### src/design/mcu_dec_pkg.sv
// ----------------------------------------------------------------------------
// mcu_dec_pkg
// Shared types, the instruction pattern table and form codes of the decoder.
// ----------------------------------------------------------------------------
package mcu_dec_pkg;

  localparam int unsigned NumPats = 96;

  typedef logic [6:0] form_t;

  localparam form_t FORM_UNKNOWN = 7'd0;
  localparam form_t FORM_ADC     = 7'd1;
  localparam form_t FORM_ROL     = 7'd2;
  localparam form_t FORM_ADD     = 7'd3;
  localparam form_t FORM_LSL     = 7'd4;
  localparam form_t FORM_ADIW    = 7'd5;
  localparam form_t FORM_AND     = 7'd6;
  localparam form_t FORM_TST     = 7'd7;
  localparam form_t FORM_ANDI    = 7'd8;
  localparam form_t FORM_ASR     = 7'd9;
  localparam form_t FORM_BCLR    = 7'd10;
  localparam form_t FORM_BLD     = 7'd11;
  localparam form_t FORM_BRBC    = 7'd12;
  localparam form_t FORM_BRBS    = 7'd13;
  localparam form_t FORM_BREAK   = 7'd14;
  localparam form_t FORM_BST     = 7'd15;
  localparam form_t FORM_CALL    = 7'd16;
  localparam form_t FORM_CBI     = 7'd17;
  localparam form_t FORM_COM     = 7'd18;
  localparam form_t FORM_CP      = 7'd19;
  localparam form_t FORM_CPC     = 7'd20;
  localparam form_t FORM_CPI     = 7'd21;
  localparam form_t FORM_CPSE    = 7'd22;
  localparam form_t FORM_DEC     = 7'd23;
  localparam form_t FORM_EICALL  = 7'd24;
  localparam form_t FORM_EIJMP   = 7'd25;
  localparam form_t FORM_ELPM    = 7'd26;
  localparam form_t FORM_ELPM_Z  = 7'd27;
  localparam form_t FORM_ELPM_ZP = 7'd28;
  localparam form_t FORM_EOR     = 7'd29;
  localparam form_t FORM_CLR     = 7'd30;
  localparam form_t FORM_ESPM    = 7'd31;
  localparam form_t FORM_FMUL    = 7'd32;
  localparam form_t FORM_FMULS   = 7'd33;
  localparam form_t FORM_FMULSU  = 7'd34;
  localparam form_t FORM_ICALL   = 7'd35;
  localparam form_t FORM_IJMP    = 7'd36;
  localparam form_t FORM_IN      = 7'd37;
  localparam form_t FORM_INC     = 7'd38;
  localparam form_t FORM_JMP     = 7'd39;
  localparam form_t FORM_LD_Y    = 7'd40;
  localparam form_t FORM_LD_YP   = 7'd41;
  localparam form_t FORM_LD_Z    = 7'd42;
  localparam form_t FORM_LD_ZP   = 7'd43;
  localparam form_t FORM_LD_MX   = 7'd44;
  localparam form_t FORM_LD_MY   = 7'd45;
  localparam form_t FORM_LD_MZ   = 7'd46;
  localparam form_t FORM_LD_X    = 7'd47;
  localparam form_t FORM_LD_XP   = 7'd48;
  localparam form_t FORM_LDD_Y   = 7'd49;
  localparam form_t FORM_LDD_Z   = 7'd50;
  localparam form_t FORM_LDI     = 7'd51;
  localparam form_t FORM_SER     = 7'd52;
  localparam form_t FORM_LDS     = 7'd53;
  localparam form_t FORM_LPM     = 7'd54;
  localparam form_t FORM_LPM_Z   = 7'd55;
  localparam form_t FORM_LPM_ZP  = 7'd56;
  localparam form_t FORM_LSR     = 7'd57;
  localparam form_t FORM_MOV     = 7'd58;
  localparam form_t FORM_MOVW    = 7'd59;
  localparam form_t FORM_MUL     = 7'd60;
  localparam form_t FORM_MULS    = 7'd61;
  localparam form_t FORM_MULSU   = 7'd62;
  localparam form_t FORM_NEG     = 7'd63;
  localparam form_t FORM_NOP     = 7'd64;
  localparam form_t FORM_OR      = 7'd65;
  localparam form_t FORM_ORI     = 7'd66;
  localparam form_t FORM_OUT     = 7'd67;
  localparam form_t FORM_POP     = 7'd68;
  localparam form_t FORM_PUSH    = 7'd69;
  localparam form_t FORM_RCALL   = 7'd70;
  localparam form_t FORM_RET     = 7'd71;
  localparam form_t FORM_RETI    = 7'd72;
  localparam form_t FORM_RJMP    = 7'd73;
  localparam form_t FORM_ROR     = 7'd74;
  localparam form_t FORM_SBC     = 7'd75;
  localparam form_t FORM_SBCI    = 7'd76;
  localparam form_t FORM_SBI     = 7'd77;
  localparam form_t FORM_SBIC    = 7'd78;
  localparam form_t FORM_SBIS    = 7'd79;
  localparam form_t FORM_SBIW    = 7'd80;
  localparam form_t FORM_SBRC    = 7'd81;
  localparam form_t FORM_SBRS    = 7'd82;
  localparam form_t FORM_BSET    = 7'd83;
  localparam form_t FORM_SLEEP   = 7'd84;
  localparam form_t FORM_SPM     = 7'd85;
  localparam form_t FORM_ST_X    = 7'd86;
  localparam form_t FORM_ST_XP   = 7'd87;
  localparam form_t FORM_ST_Y    = 7'd88;
  localparam form_t FORM_ST_YP   = 7'd89;
  localparam form_t FORM_ST_Z    = 7'd90;
  localparam form_t FORM_ST_ZP   = 7'd91;
  localparam form_t FORM_ST_MX   = 7'd92;
  localparam form_t FORM_ST_MY   = 7'd93;
  localparam form_t FORM_ST_MZ   = 7'd94;
  localparam form_t FORM_STD_Y   = 7'd95;
  localparam form_t FORM_STD_Z   = 7'd96;
  localparam form_t FORM_STS     = 7'd97;
  localparam form_t FORM_SUB     = 7'd98;
  localparam form_t FORM_SUBI    = 7'd99;
  localparam form_t FORM_SWAP    = 7'd100;
  localparam form_t FORM_WDR     = 7'd101;

  typedef struct packed {
    logic [15:0] mask;
    logic [15:0] match;
    form_t       code;
  } pattern_t;

  typedef struct packed {
    form_t        form_code;
    logic [4:0]   dest_reg;
    logic [4:0]   src_reg;
    logic [7:0]   immediate;
    logic [2:0]   bit_index;
    logic [11:0]  rel_offset;
    logic [21:0]  long_address;
    logic         uses_second_word;
  } result_t;

  // Entries are listed in match priority order; the first hit decides the form.
  localparam pattern_t Pats [NumPats] = '{
    '{16'hFC00, 16'h1C00, FORM_ADC},     '{16'hFC00, 16'h0C00, FORM_ADD},
    '{16'hFF00, 16'h9600, FORM_ADIW},    '{16'hFC00, 16'h2000, FORM_AND},
    '{16'hF000, 16'h7000, FORM_ANDI},    '{16'hFE0F, 16'h9405, FORM_ASR},
    '{16'hFF8F, 16'h9488, FORM_BCLR},    '{16'hFE08, 16'hF800, FORM_BLD},
    '{16'hFC00, 16'hF400, FORM_BRBC},    '{16'hFC00, 16'hF000, FORM_BRBS},
    '{16'hFFFF, 16'h9598, FORM_BREAK},   '{16'hFE08, 16'hFA00, FORM_BST},
    '{16'hFE0E, 16'h940E, FORM_CALL},    '{16'hFF00, 16'h9800, FORM_CBI},
    '{16'hFE0F, 16'h9400, FORM_COM},     '{16'hFC00, 16'h1400, FORM_CP},
    '{16'hFC00, 16'h0400, FORM_CPC},     '{16'hF000, 16'h3000, FORM_CPI},
    '{16'hFC00, 16'h1000, FORM_CPSE},    '{16'hFE0F, 16'h940A, FORM_DEC},
    '{16'hFFFF, 16'h9519, FORM_EICALL},  '{16'hFFFF, 16'h9419, FORM_EIJMP},
    '{16'hFFFF, 16'h95D8, FORM_ELPM},    '{16'hFE0F, 16'h9006, FORM_ELPM_Z},
    '{16'hFE0F, 16'h9007, FORM_ELPM_ZP}, '{16'hFC00, 16'h2400, FORM_EOR},
    '{16'hFFFF, 16'h95F8, FORM_ESPM},    '{16'hFF88, 16'h0308, FORM_FMUL},
    '{16'hFF88, 16'h0380, FORM_FMULS},   '{16'hFF88, 16'h0388, FORM_FMULSU},
    '{16'hFFFF, 16'h9509, FORM_ICALL},   '{16'hFFFF, 16'h9409, FORM_IJMP},
    '{16'hF800, 16'hB000, FORM_IN},      '{16'hFE0F, 16'h9403, FORM_INC},
    '{16'hFE0E, 16'h940C, FORM_JMP},     '{16'hFE0F, 16'h8008, FORM_LD_Y},
    '{16'hFE0F, 16'h9009, FORM_LD_YP},   '{16'hFE0F, 16'h8000, FORM_LD_Z},
    '{16'hFE0F, 16'h9001, FORM_LD_ZP},   '{16'hFE0F, 16'h900E, FORM_LD_MX},
    '{16'hFE0F, 16'h900A, FORM_LD_MY},   '{16'hFE0F, 16'h9002, FORM_LD_MZ},
    '{16'hFE0F, 16'h900C, FORM_LD_X},    '{16'hFE0F, 16'h900D, FORM_LD_XP},
    '{16'hD208, 16'h8008, FORM_LDD_Y},   '{16'hD208, 16'h8000, FORM_LDD_Z},
    '{16'hF000, 16'hE000, FORM_LDI},     '{16'hFE0F, 16'h9000, FORM_LDS},
    '{16'hFFFF, 16'h95C8, FORM_LPM},     '{16'hFE0F, 16'h9004, FORM_LPM_Z},
    '{16'hFE0F, 16'h9005, FORM_LPM_ZP},  '{16'hFE0F, 16'h9406, FORM_LSR},
    '{16'hFC00, 16'h2C00, FORM_MOV},     '{16'hFF00, 16'h0100, FORM_MOVW},
    '{16'hFC00, 16'h9C00, FORM_MUL},     '{16'hFF00, 16'h0200, FORM_MULS},
    '{16'hFF88, 16'h0300, FORM_MULSU},   '{16'hFE0F, 16'h9401, FORM_NEG},
    '{16'hFFFF, 16'h0000, FORM_NOP},     '{16'hFC00, 16'h2800, FORM_OR},
    '{16'hF000, 16'h6000, FORM_ORI},     '{16'hF800, 16'hB800, FORM_OUT},
    '{16'hFE0F, 16'h900F, FORM_POP},     '{16'hFE0F, 16'h920F, FORM_PUSH},
    '{16'hF000, 16'hD000, FORM_RCALL},   '{16'hFFFF, 16'h9508, FORM_RET},
    '{16'hFFFF, 16'h9518, FORM_RETI},    '{16'hF000, 16'hC000, FORM_RJMP},
    '{16'hFE0F, 16'h9407, FORM_ROR},     '{16'hFC00, 16'h0800, FORM_SBC},
    '{16'hF000, 16'h4000, FORM_SBCI},    '{16'hFF00, 16'h9A00, FORM_SBI},
    '{16'hFF00, 16'h9900, FORM_SBIC},    '{16'hFF00, 16'h9B00, FORM_SBIS},
    '{16'hFF00, 16'h9700, FORM_SBIW},    '{16'hFE08, 16'hFC00, FORM_SBRC},
    '{16'hFE08, 16'hFE00, FORM_SBRS},    '{16'hFF8F, 16'h9408, FORM_BSET},
    '{16'hFFFF, 16'h9588, FORM_SLEEP},   '{16'hFFFF, 16'h95E8, FORM_SPM},
    '{16'hFE0F, 16'h920C, FORM_ST_X},    '{16'hFE0F, 16'h920D, FORM_ST_XP},
    '{16'hFE0F, 16'h8208, FORM_ST_Y},    '{16'hFE0F, 16'h9209, FORM_ST_YP},
    '{16'hFE0F, 16'h8200, FORM_ST_Z},    '{16'hFE0F, 16'h9201, FORM_ST_ZP},
    '{16'hFE0F, 16'h920E, FORM_ST_MX},   '{16'hFE0F, 16'h920A, FORM_ST_MY},
    '{16'hFE0F, 16'h9202, FORM_ST_MZ},   '{16'hD208, 16'h8208, FORM_STD_Y},
    '{16'hD208, 16'h8200, FORM_STD_Z},   '{16'hFE0F, 16'h9200, FORM_STS},
    '{16'hFC00, 16'h1800, FORM_SUB},     '{16'hF000, 16'h5000, FORM_SUBI},
    '{16'hFE0F, 16'h9402, FORM_SWAP},    '{16'hFFFF, 16'h95A8, FORM_WDR}
  };

endpackage

### src/design/mcu_instruction_decoder_top.sv
// ----------------------------------------------------------------------------
// mcu_instruction_decoder_top
// Three-stage pipelined decoder for 8-bit MCU instruction words.
// ----------------------------------------------------------------------------
// One word can enter in every cycle while in_stall is low. An accepted word is
// registered in stage one, then in stage two, then in stage three, which drives
// the outputs. Stage one compares the word against every pattern in parallel,
// stage two picks the first hit and resolves aliases, stage three extracts the
// operand fields. A stall on the output freezes only the stages that hold words,
// and in_stall rises only when all three stages hold a word while out_stall is
// high.
module mcu_instruction_decoder_top (
  input  logic        clk,
  input  logic        rst_n,
  input  logic        in_valid,
  output logic        in_stall,
  input  logic [15:0] in_first_word,
  input  logic [15:0] in_second_word,
  output logic        out_valid,
  input  logic        out_stall,
  output logic [6:0]  out_form_code,
  output logic [4:0]  out_dest_reg,
  output logic [4:0]  out_src_reg,
  output logic [7:0]  out_immediate,
  output logic [2:0]  out_bit_index,
  output logic signed [11:0] out_rel_offset,
  output logic [21:0] out_long_address,
  output logic        out_uses_second_word
);

  logic v1_r, v2_r, v3_r;
  logic adv1, adv2, adv3;
  logic [15:0] w1_r, w1b_r, w2_r, w2b_r;
  logic [mcu_dec_pkg::NumPats-1:0] hit_r, hit_nxt;
  mcu_dec_pkg::form_t code_r, code_nxt;
  mcu_dec_pkg::result_t res_r, res_nxt;

  // A stage advances when it is empty or the stage after it is advancing.
  assign adv3 = !v3_r || !out_stall;
  assign adv2 = !v2_r || adv3;
  assign adv1 = !v1_r || adv2;
  assign in_stall = !adv1;

  always_comb begin
    for (int i = 0; i < mcu_dec_pkg::NumPats; i++) begin
      hit_nxt[i] = (in_first_word & mcu_dec_pkg::Pats[i].mask) ==
                   mcu_dec_pkg::Pats[i].match;
    end
  end

  always_comb begin
    logic [4:0] rd, rr;
    logic [7:0] k8;
    rd = w1_r[8:4];
    rr = {w1_r[9], w1_r[3:0]};
    k8 = {w1_r[11:8], w1_r[3:0]};
    code_nxt = mcu_dec_pkg::FORM_UNKNOWN;
    for (int i = mcu_dec_pkg::NumPats - 1; i >= 0; i--) begin
      if (hit_r[i]) begin
        code_nxt = mcu_dec_pkg::Pats[i].code;
      end
    end
    // Same register on both sides selects the alias form.
    if (rd == rr) begin
      unique case (code_nxt)
        mcu_dec_pkg::FORM_ADC: code_nxt = mcu_dec_pkg::FORM_ROL;
        mcu_dec_pkg::FORM_ADD: code_nxt = mcu_dec_pkg::FORM_LSL;
        mcu_dec_pkg::FORM_AND: code_nxt = mcu_dec_pkg::FORM_TST;
        mcu_dec_pkg::FORM_EOR: code_nxt = mcu_dec_pkg::FORM_CLR;
        default: ;
      endcase
    end
    if (code_nxt == mcu_dec_pkg::FORM_LDI && k8 == 8'hFF) begin
      code_nxt = mcu_dec_pkg::FORM_SER;
    end
  end

  always_comb begin
    logic [15:0] w;
    logic [4:0]  rd1, rr1;
    w   = w1b_r;
    rd1 = w[8:4];
    rr1 = {w[9], w[3:0]};
    res_nxt = '0;
    res_nxt.form_code = code_r;
    unique case (code_r)
      mcu_dec_pkg::FORM_ADC, mcu_dec_pkg::FORM_ROL, mcu_dec_pkg::FORM_ADD,
      mcu_dec_pkg::FORM_LSL, mcu_dec_pkg::FORM_AND, mcu_dec_pkg::FORM_TST,
      mcu_dec_pkg::FORM_CP, mcu_dec_pkg::FORM_CPC, mcu_dec_pkg::FORM_CPSE,
      mcu_dec_pkg::FORM_EOR, mcu_dec_pkg::FORM_CLR, mcu_dec_pkg::FORM_MOV,
      mcu_dec_pkg::FORM_MUL, mcu_dec_pkg::FORM_OR, mcu_dec_pkg::FORM_SBC,
      mcu_dec_pkg::FORM_SUB: begin
        res_nxt.dest_reg = rd1;
        res_nxt.src_reg  = rr1;
      end
      mcu_dec_pkg::FORM_ADIW, mcu_dec_pkg::FORM_SBIW: begin
        res_nxt.dest_reg  = {2'b11, w[5:4], 1'b0};
        res_nxt.immediate = {2'b00, w[7:6], w[3:0]};
      end
      mcu_dec_pkg::FORM_ANDI, mcu_dec_pkg::FORM_CPI, mcu_dec_pkg::FORM_LDI,
      mcu_dec_pkg::FORM_SER, mcu_dec_pkg::FORM_ORI, mcu_dec_pkg::FORM_SBCI,
      mcu_dec_pkg::FORM_SUBI: begin
        res_nxt.dest_reg  = {1'b1, w[7:4]};
        res_nxt.immediate = {w[11:8], w[3:0]};
      end
      mcu_dec_pkg::FORM_ASR, mcu_dec_pkg::FORM_COM, mcu_dec_pkg::FORM_DEC,
      mcu_dec_pkg::FORM_ELPM_Z, mcu_dec_pkg::FORM_ELPM_ZP, mcu_dec_pkg::FORM_INC,
      mcu_dec_pkg::FORM_LD_Y, mcu_dec_pkg::FORM_LD_YP, mcu_dec_pkg::FORM_LD_Z,
      mcu_dec_pkg::FORM_LD_ZP, mcu_dec_pkg::FORM_LD_MX, mcu_dec_pkg::FORM_LD_MY,
      mcu_dec_pkg::FORM_LD_MZ, mcu_dec_pkg::FORM_LD_X, mcu_dec_pkg::FORM_LD_XP,
      mcu_dec_pkg::FORM_LPM_Z, mcu_dec_pkg::FORM_LPM_ZP, mcu_dec_pkg::FORM_LSR,
      mcu_dec_pkg::FORM_NEG, mcu_dec_pkg::FORM_POP, mcu_dec_pkg::FORM_PUSH,
      mcu_dec_pkg::FORM_ROR, mcu_dec_pkg::FORM_ST_X, mcu_dec_pkg::FORM_ST_XP,
      mcu_dec_pkg::FORM_ST_Y, mcu_dec_pkg::FORM_ST_YP, mcu_dec_pkg::FORM_ST_Z,
      mcu_dec_pkg::FORM_ST_ZP, mcu_dec_pkg::FORM_ST_MX, mcu_dec_pkg::FORM_ST_MY,
      mcu_dec_pkg::FORM_ST_MZ, mcu_dec_pkg::FORM_SWAP: begin
        res_nxt.dest_reg = rd1;
      end
      mcu_dec_pkg::FORM_BCLR, mcu_dec_pkg::FORM_BSET: res_nxt.bit_index = w[6:4];
      mcu_dec_pkg::FORM_BLD, mcu_dec_pkg::FORM_BST, mcu_dec_pkg::FORM_SBRC,
      mcu_dec_pkg::FORM_SBRS: begin
        res_nxt.dest_reg  = rd1;
        res_nxt.bit_index = w[2:0];
      end
      mcu_dec_pkg::FORM_BRBC, mcu_dec_pkg::FORM_BRBS: begin
        res_nxt.bit_index  = w[2:0];
        res_nxt.rel_offset = {{5{w[9]}}, w[9:3]};
      end
      mcu_dec_pkg::FORM_CALL, mcu_dec_pkg::FORM_JMP: begin
        res_nxt.long_address     = {w[8:4], w[0], w2b_r};
        res_nxt.uses_second_word = 1'b1;
      end
      mcu_dec_pkg::FORM_CBI, mcu_dec_pkg::FORM_SBI, mcu_dec_pkg::FORM_SBIC,
      mcu_dec_pkg::FORM_SBIS: begin
        res_nxt.immediate = {3'b000, w[7:3]};
        res_nxt.bit_index = w[2:0];
      end
      mcu_dec_pkg::FORM_FMUL, mcu_dec_pkg::FORM_FMULS, mcu_dec_pkg::FORM_FMULSU,
      mcu_dec_pkg::FORM_MULSU: begin
        res_nxt.dest_reg = {2'b10, w[6:4]};
        res_nxt.src_reg  = {2'b10, w[2:0]};
      end
      mcu_dec_pkg::FORM_IN, mcu_dec_pkg::FORM_OUT: begin
        res_nxt.dest_reg  = rd1;
        res_nxt.immediate = {2'b00, w[10:9], w[3:0]};
      end
      mcu_dec_pkg::FORM_LDD_Y, mcu_dec_pkg::FORM_LDD_Z, mcu_dec_pkg::FORM_STD_Y,
      mcu_dec_pkg::FORM_STD_Z: begin
        res_nxt.dest_reg  = rd1;
        res_nxt.immediate = {2'b00, w[13], w[11:10], w[2:0]};
      end
      mcu_dec_pkg::FORM_LDS, mcu_dec_pkg::FORM_STS: begin
        res_nxt.dest_reg         = rd1;
        res_nxt.long_address     = {6'd0, w2b_r};
        res_nxt.uses_second_word = 1'b1;
      end
      mcu_dec_pkg::FORM_MOVW: begin
        res_nxt.dest_reg = {w[7:4], 1'b0};
        res_nxt.src_reg  = {w[3:0], 1'b0};
      end
      mcu_dec_pkg::FORM_MULS: begin
        res_nxt.dest_reg = {1'b1, w[7:4]};
        res_nxt.src_reg  = {1'b1, w[3:0]};
      end
      mcu_dec_pkg::FORM_RCALL, mcu_dec_pkg::FORM_RJMP: res_nxt.rel_offset = w[11:0];
      default: ;
    endcase
  end

  always_ff @(posedge clk) begin
    if (!rst_n) begin
      v1_r <= 1'b0;
      v2_r <= 1'b0;
      v3_r <= 1'b0;
    end else begin
      if (adv1) v1_r <= in_valid;
      if (adv2) v2_r <= v1_r;
      if (adv3) v3_r <= v2_r;
    end
  end

  always_ff @(posedge clk) begin
    if (adv1) begin
      hit_r <= hit_nxt;
      w1_r  <= in_first_word;
      w2_r  <= in_second_word;
    end
    if (adv2) begin
      code_r <= code_nxt;
      w1b_r  <= w1_r;
      w2b_r  <= w2_r;
    end
    if (adv3) res_r <= res_nxt;
  end

  assign out_valid            = v3_r;
  assign out_form_code        = res_r.form_code;
  assign out_dest_reg         = res_r.dest_reg;
  assign out_src_reg          = res_r.src_reg;
  assign out_immediate        = res_r.immediate;
  assign out_bit_index        = res_r.bit_index;
  assign out_rel_offset       = res_r.rel_offset;
  assign out_long_address     = res_r.long_address;
  assign out_uses_second_word = res_r.uses_second_word;

endmodule

### config.mk
export PLATFORM = sky130hd
export DESIGN_NAME = mcu_instruction_decoder_top
export DESIGN_NICKNAME = d
export VERILOG_FILES = /design/src/design/mcu_dec_pkg.sv /design/src/design/mcu_instruction_decoder_top.sv
export SDC_FILE = /design/constraint.sdc
export NUM_CORES = 1
export LEC_CHECK = 0
export BUFFER_PORTS_ARGS = -buffer_cell sky130_fd_sc_hd__buf_2
export CORE_MARGIN = 1
export CORE_UTILIZATION = 36
export DETAILED_ROUTE_END_ITERATION = 12
export SLEW_MARGIN = 10
export SYNTH_ARGS = -nofsm -noshare
export SYNTH_HDL_FRONTEND = slang
export SYNTH_SLANG_ARGS = --single-unit
### constraint.sdc
create_clock -name clk -period 7.9 [get_ports clk]
set_clock_uncertainty 0.15 [all_clocks]
set_input_delay 0.395 -clock clk [delete_from_list [all_inputs] [get_ports clk]]
set_output_delay 0.395 -clock clk [all_outputs]
set_load 0.03 [all_outputs]
# --- After elaboration in Yosys (flattened, before gate mapping) ---
# Cells that the tools add are included.
word_totals:
  word_cells: 335
  latch_bits: 0
  ramBits: 0
  romBits: 0
  register_bits: 229
  n_memories: 0
  in_bits: 36
op_classes:
  bitwise_logic: 0
  order_cmp: 0
  n_mux: 104
  shifts: 0
  n_addsub: 0
  n_div: 0
  multipliers: 0
  n_eq_ne: 189
  n_reduce_logical: 25
op_table:
  columns: ["operator", "count"]
  rows:
  - ["2-to-1 mux 7 bit", 97]
  - ["== test 11 bit, second input constant", 34]
  - ["== test 7 bit, second input constant", 32]
  - ["== test 7 x 6 -> 1 bit, second input constant", 30]
  - ["== test 16 bit, second input constant", 13]
  - ["== test 7 x 5 -> 1 bit, second input constant", 13]
  - ["== test 8 bit, second input constant", 11]
  - ["OR reduction 60 bit", 1]
  - ["== test 7 x 4 -> 1 bit, second input constant", 7]
  - ["case mux 23 bit (2 select lines)", 1]
  - ["== test 10 x 4 -> 1 bit, second input constant", 4]
  - ["case mux 8 bit (5 select lines)", 1]
  - ["== test 7 x 3 -> 1 bit, second input constant", 5]
  - ["== test 5 bit, second input constant", 6]
  - ["case mux 7 bit (4 select lines)", 1]
  - ["== test 13 bit, second input constant", 2]
  - ["case mux 5 bit (5 select lines)", 1]
  - ["== test 6 x 3 -> 1 bit, second input constant", 4]
  - ["== test 6 x 4 -> 1 bit, second input constant", 4]
  - ["case mux 12 bit (2 select lines)", 1]
  - ["== test 7 x 2 -> 1 bit, second input constant", 3]
  - ["== test 10 bit, second input constant", 2]
  - ["case mux 5 bit (4 select lines)", 1]
  - ["== test 6 bit, second input constant", 3]
  - ["other kinds (20)", 41]

# --- Depth between registers and ports, before layout ---
logic_depth:
  word_depth: 101
  ltp_mapped: 10
  mapped_depth_nobuf: 8

# --- Least setup slack after synthesis ---
# OpenSTA, ideal clock, no wires.
synth_timing:
  path_type: "flip-flop to flip-flop"
  startpoint: "register v3_r (netlist: out_valid)"
  endpoint: "register v1_r"
  setup_slack_ps: 3114
  arrival_ps: 4517
  path_stages_with_launch: 5
  synth_period_minus_slack_ps: 4786
  cell_sequence: "dfxtp_1 and3_1 nand2_1 inv_1 o21a_1"
synth_via:
  elab_chain_cells: 4
synth_rtl:
  columns: ["element", "line_no", "rtl"]
  rows:
  - ["from (decl)", "mcu_instruction_decoder_top.sv:31", "logic v1_r, v2_r, v3_r;"]
  - ["from (signal assigned)", "mcu_instruction_decoder_top.sv:178", "if (adv3) v3_r <= v2_r;"]
  - ["zero test 1 bit", "mcu_instruction_decoder_top.sv:39", "assign adv3 = !v3_r || !out_stall;"]
  - ["logical OR 1 bit", "mcu_instruction_decoder_top.sv:39", null]
  - ["logical OR 1 bit", "mcu_instruction_decoder_top.sv:40", "assign adv2 = !v2_r || adv3;"]
  - ["logical OR 1 bit", "mcu_instruction_decoder_top.sv:41", "assign adv1 = !v1_r || adv2;"]
  - ["to (signal assigned)", "mcu_instruction_decoder_top.sv:176", "if (adv1) v1_r <= in_valid;"]
  - ["to (decl)", "mcu_instruction_decoder_top.sv:31", null]
# Every way passes these cells.
# A chain may end at the register's enable or synchronous reset.

==> results by group <==
Timing
  – Worst slew margin relative to its limit: 28.4%
  – Final setup violating endpoints: 0
  – Worst hold-check slack: 0.0368 ns
  – Unrepaired setup endpoints after global routing: no
  – Slew at the pin closest to its max-slew limit: 1.07 ns
  – Ratio of final minimum period to clock period: 43.5%
  – Total count of max-transition violations in the final report: 0
  – Post-route setup TNS: 0 ns
  – Final period demand of the worst path: 3.43 ns
  – Peak Freq: 0.291 GHz
  – Final hold violation count: 0

Power
  – Peak supply drop: 0.190 mV
  – Design Power: 3.02 mW
  – Leak Pwr: 4.98 nW
  – Pwr per Cell Area: 243 nW/um^2

Synth
  – Leading post-synthesis cells by cell area: edfxtp_1 (64%), nor2_1 (5.1%), nor3_1 (2.6%)
  – Sequential area share after synthesis: 64.6%
  – Most common flop cell mapped by yosys: edfxtp_1
  – Mean cell area of the mapped netlist: 11.7 sq um
  – Count of mapped cells out of synthesis: 900
  – Share of the synthesized area in the top cell type: 64.0%
  – Number of distinct library cell variants in the gate-level netlist after synthesis: 74
  – Synthesized netlist net count: 937
  – YS warnings: 0
  – Biggest area consumer among synthesized cells: edfxtp_1
  – Syn Std Cell Area: 10,500 sq um
  – Share of synthesized flip-flops with an asynchronous set or reset: 0%
  – Synth Register Bits: 227
  – EDFF count, synth: 224

Critical path
  – Critical path fanouts, max: 28
  – Largest incremental delay on the critical path: 0.90 ns
  – Bufs and invs on worst path: 0
  – Worst Setup Path Type: register to register
  – Required arrival time at the worst endpoint: 8.02 ns
  – Data arrival time of the critical path: 3.55 ns
  – CP Launch Type: register
  – Critical Path End Type: register
  – R2r endpoint: out_dest_reg[1]$_DFFE_PP_
  – Top Family by Delay on Critical Path: simple AND/OR/NAND/NOR gates
  – CP cell instances: nor2_1, nand4_1, o21ai_0, nor4_1, and4_1, nand2_1, or2_2, a22o_1
  – Master of the slowest instance on the critical path: edfxtp_1
  – Setup slack of the worst register-to-register path: 4.47 ns
  – Number of cell instances on the worst register-to-register path: 8
  – Launch point of the worst reg-to-reg path: code_r[3]$_SDFFCE_PP0P_

Routing
  – Mean number of vias per cell: 5.40
  – Count of TritonRoute iterations in the first routing pass: 5
  – DRC: 0
  – Initial DRC count: 817
  – Detailed-route via count: 7,688
  – Average routed wire per standard cell: 18.9 um
  – Antenna Nets Post-Route: 0
  – Wirelength, routed: 26,900 um

Floorplanning
  – Cell row count: 62
  – Initial core utilization: 36.6%
  – X dimension of the die: 173 um
  – Number of primary I/O pins: 101
  – Die footprint: 29,900 sq um
  – Die H: 173 um
  – Core region area: 28,700 sq um

Clock tree
  – Library cell used as clock root buffer: clkbuf_16
  – Clock tree from TritonCTS: built
  – Worst-skew pair later-pin latency: 0.53 ns
  – Worst-case clock buffer depth: 3
  – Number of H-tree levels: 1
  – Post-CTS clock slew at the launch and capture registers of the worst setup and hold paths: 0.06 ns
  – Post-CTS setup buffer count: 0
  – Number of clock buffers inserted by TritonCTS: 26
  – CTS-repair resized insts: 0
  – Total number of clock tree sinks: 227

Outcome
  – Result of the run: finished clean

Flow run
  – Max cap viols: 0

Global routing
  – Global-route wire length before repair: 41,900 um
  – Number of antenna violations at the first check in global routing: 0
  – Maximum number of pins on one net before global-route repair: 69
  – Vias in the first global route: 7,370
  – Remaining global-route overflow: 0
  – Gr usage total: 18.0%

Layout
  – Final core utilization: 43.3%
  – Ant. Diodes: 0
  – Register with the most flip-flops: hit_r
  – Number of fill cells in the layout: 2,733
  – Largest register FFs: 96
  – Synthesis-to-finish area growth: 18.2%
  – Net total in the final layout: 1,059
  – Share of layout cells above drive strength 1: 15.6%

Hold path
  – Hold_sp: in_first_word[4]
  – Worst-case hold path end point: w1_r[4]$_DFFE_PN_
  – Hold-critical path depth: 1
  – Worst min-delay path class: input port to register

Placed design
  – Gpl congestion: 0.893
  – Post-DP HPWL: 19,600 um
  – Port buffer count: 100
## synth_stat cells (all sizes together), types with 3 or more instances
master    n
o211ai    9
nor3b     5
nand2b   23
o21bai    4
o21ai    22
buf       7
nand4    12
o311ai    3
o31ai     8
nand3    20
or4      21
inv      30
and2     20
a222oi    3
nor3     56
edfxtp  224
a31oi     5
nor2    142
and3      6
nor4bb    4
nor4     30
a22o     18
a21oi    30
dfxtp     3
or3      17
nor4b     3
or2       7
a211oi    5
o21a      7
nor2b    22
clkbuf   24
o22ai     3
nand2    62
xnor2     4
a211o     3
## logic make-up after synthesis
| family | synth area share, % |
|---|---|
| XOR/XNOR | 0.500 |
| AND/OR/NAND/NOR | 22.4 |
| AO/OA/AOI/OAI | 10.0 |
| multiplexers | 0.0953 |
| flip-flops | 64.6 |
| buffers and inverters | 2.23 |
| adder cells (fa/ha/maj) | 0.119 |
## worst max-delay path by stage
stage | cells after the start | end | from
floorplan | 4 | v1_r$_SDFFE_PN0N_ | out_valid$_SDFFE_PN0P_
global placement | 8 | out_immediate[0]$_DFFE_PP_ | code_r[4]$_SDFFCE_PP1P_
detailed placement | 8 | out_dest_reg[1]$_DFFE_PP_ | code_r[3]$_SDFFCE_PP0P_
CTS | 8 | out_dest_reg[1]$_DFFE_PP_ | code_r[3]$_SDFFCE_PP0P_
global route | 8 | out_dest_reg[1]$_DFFE_PP_ | code_r[3]$_SDFFCE_PP0P_
finish | 8 | out_dest_reg[1]$_DFFE_PP_ | code_r[3]$_SDFFCE_PP0P_
## per-stage QoR
stage          cell area [sq um]  setup WS, ns  instances
6_report                   12400          4.47       1423
5_1_grt                    12400          4.16       1423
4_1_cts                    12400          4.49       1423
3_5_place_dp               11400          4.50       1356
3_3_place_gp               11400          4.54       1356
2_1_floorplan              10500          3.11        900
## per-layer routing
metal / share of wire, % / vias up / track usage (%)
li1: - / 3675 / -
met1: 43 / 3667 / 23.8
met2: 48 / 295 / 30.4
met3: 5.7 / 51 / 2.26
met4: 3.2 / 0 / 6.23
met5: 0 / - / 0
## report_power, final
part	total (mW)	internal (mW)	switching, mW
clock	1.13	0.655	0.474
combinational	0.413	0.142	0.271
sequential	1.47	1.40	0.0688
## placed cells by master (no fill, tap or decap), drive strengths merged, types with 3 or more instances in the layout
master,count
a211oi,5
clkinv,8
o22ai,3
nor4b,3
dfxtp,3
o21a,7
o21ai,22
nor2b,22
nor3,56
nor4bb,4
dlygate4sd3,22
a31oi,5
nand3,20
buf,103
or3,17
nand4,12
a21oi,30
nor4,30
o31ai,8
or4,21
nor3b,5
o21bai,4
inv,33
and2,20
nand2,62
a222oi,3
xnor2,4
and3,6
o311ai,3
clkbuf,31
o211ai,9
nor2,142
a211o,3
or2,7
nand2b,23
a22o,18
edfxtp,224
## layout make-up
class / instances / area, sq um / area share, %
Timing Repair Buffer: 125 / 743 / 5.99
Inverter: 30 / 113 / 0.907
Sequential cell: 227 / 6790 / 54.7
Multi-Input combinational cell: 612 / 3490 / 28.1
Clock buffer: 31 / 691 / 5.56
Tap cell: 384 / 480 / 3.87
Clock inverter: 14 / 108 / 0.867
## repair_timing
| action | CTS | global route |
|---|---|---|
| setup endpoints to repair | 0 | 0 |
| hold buffers | 22 | 0 |
| endpoints found under the hold margin | 21 | 0 |
Power figures use the tool's default switching activity.
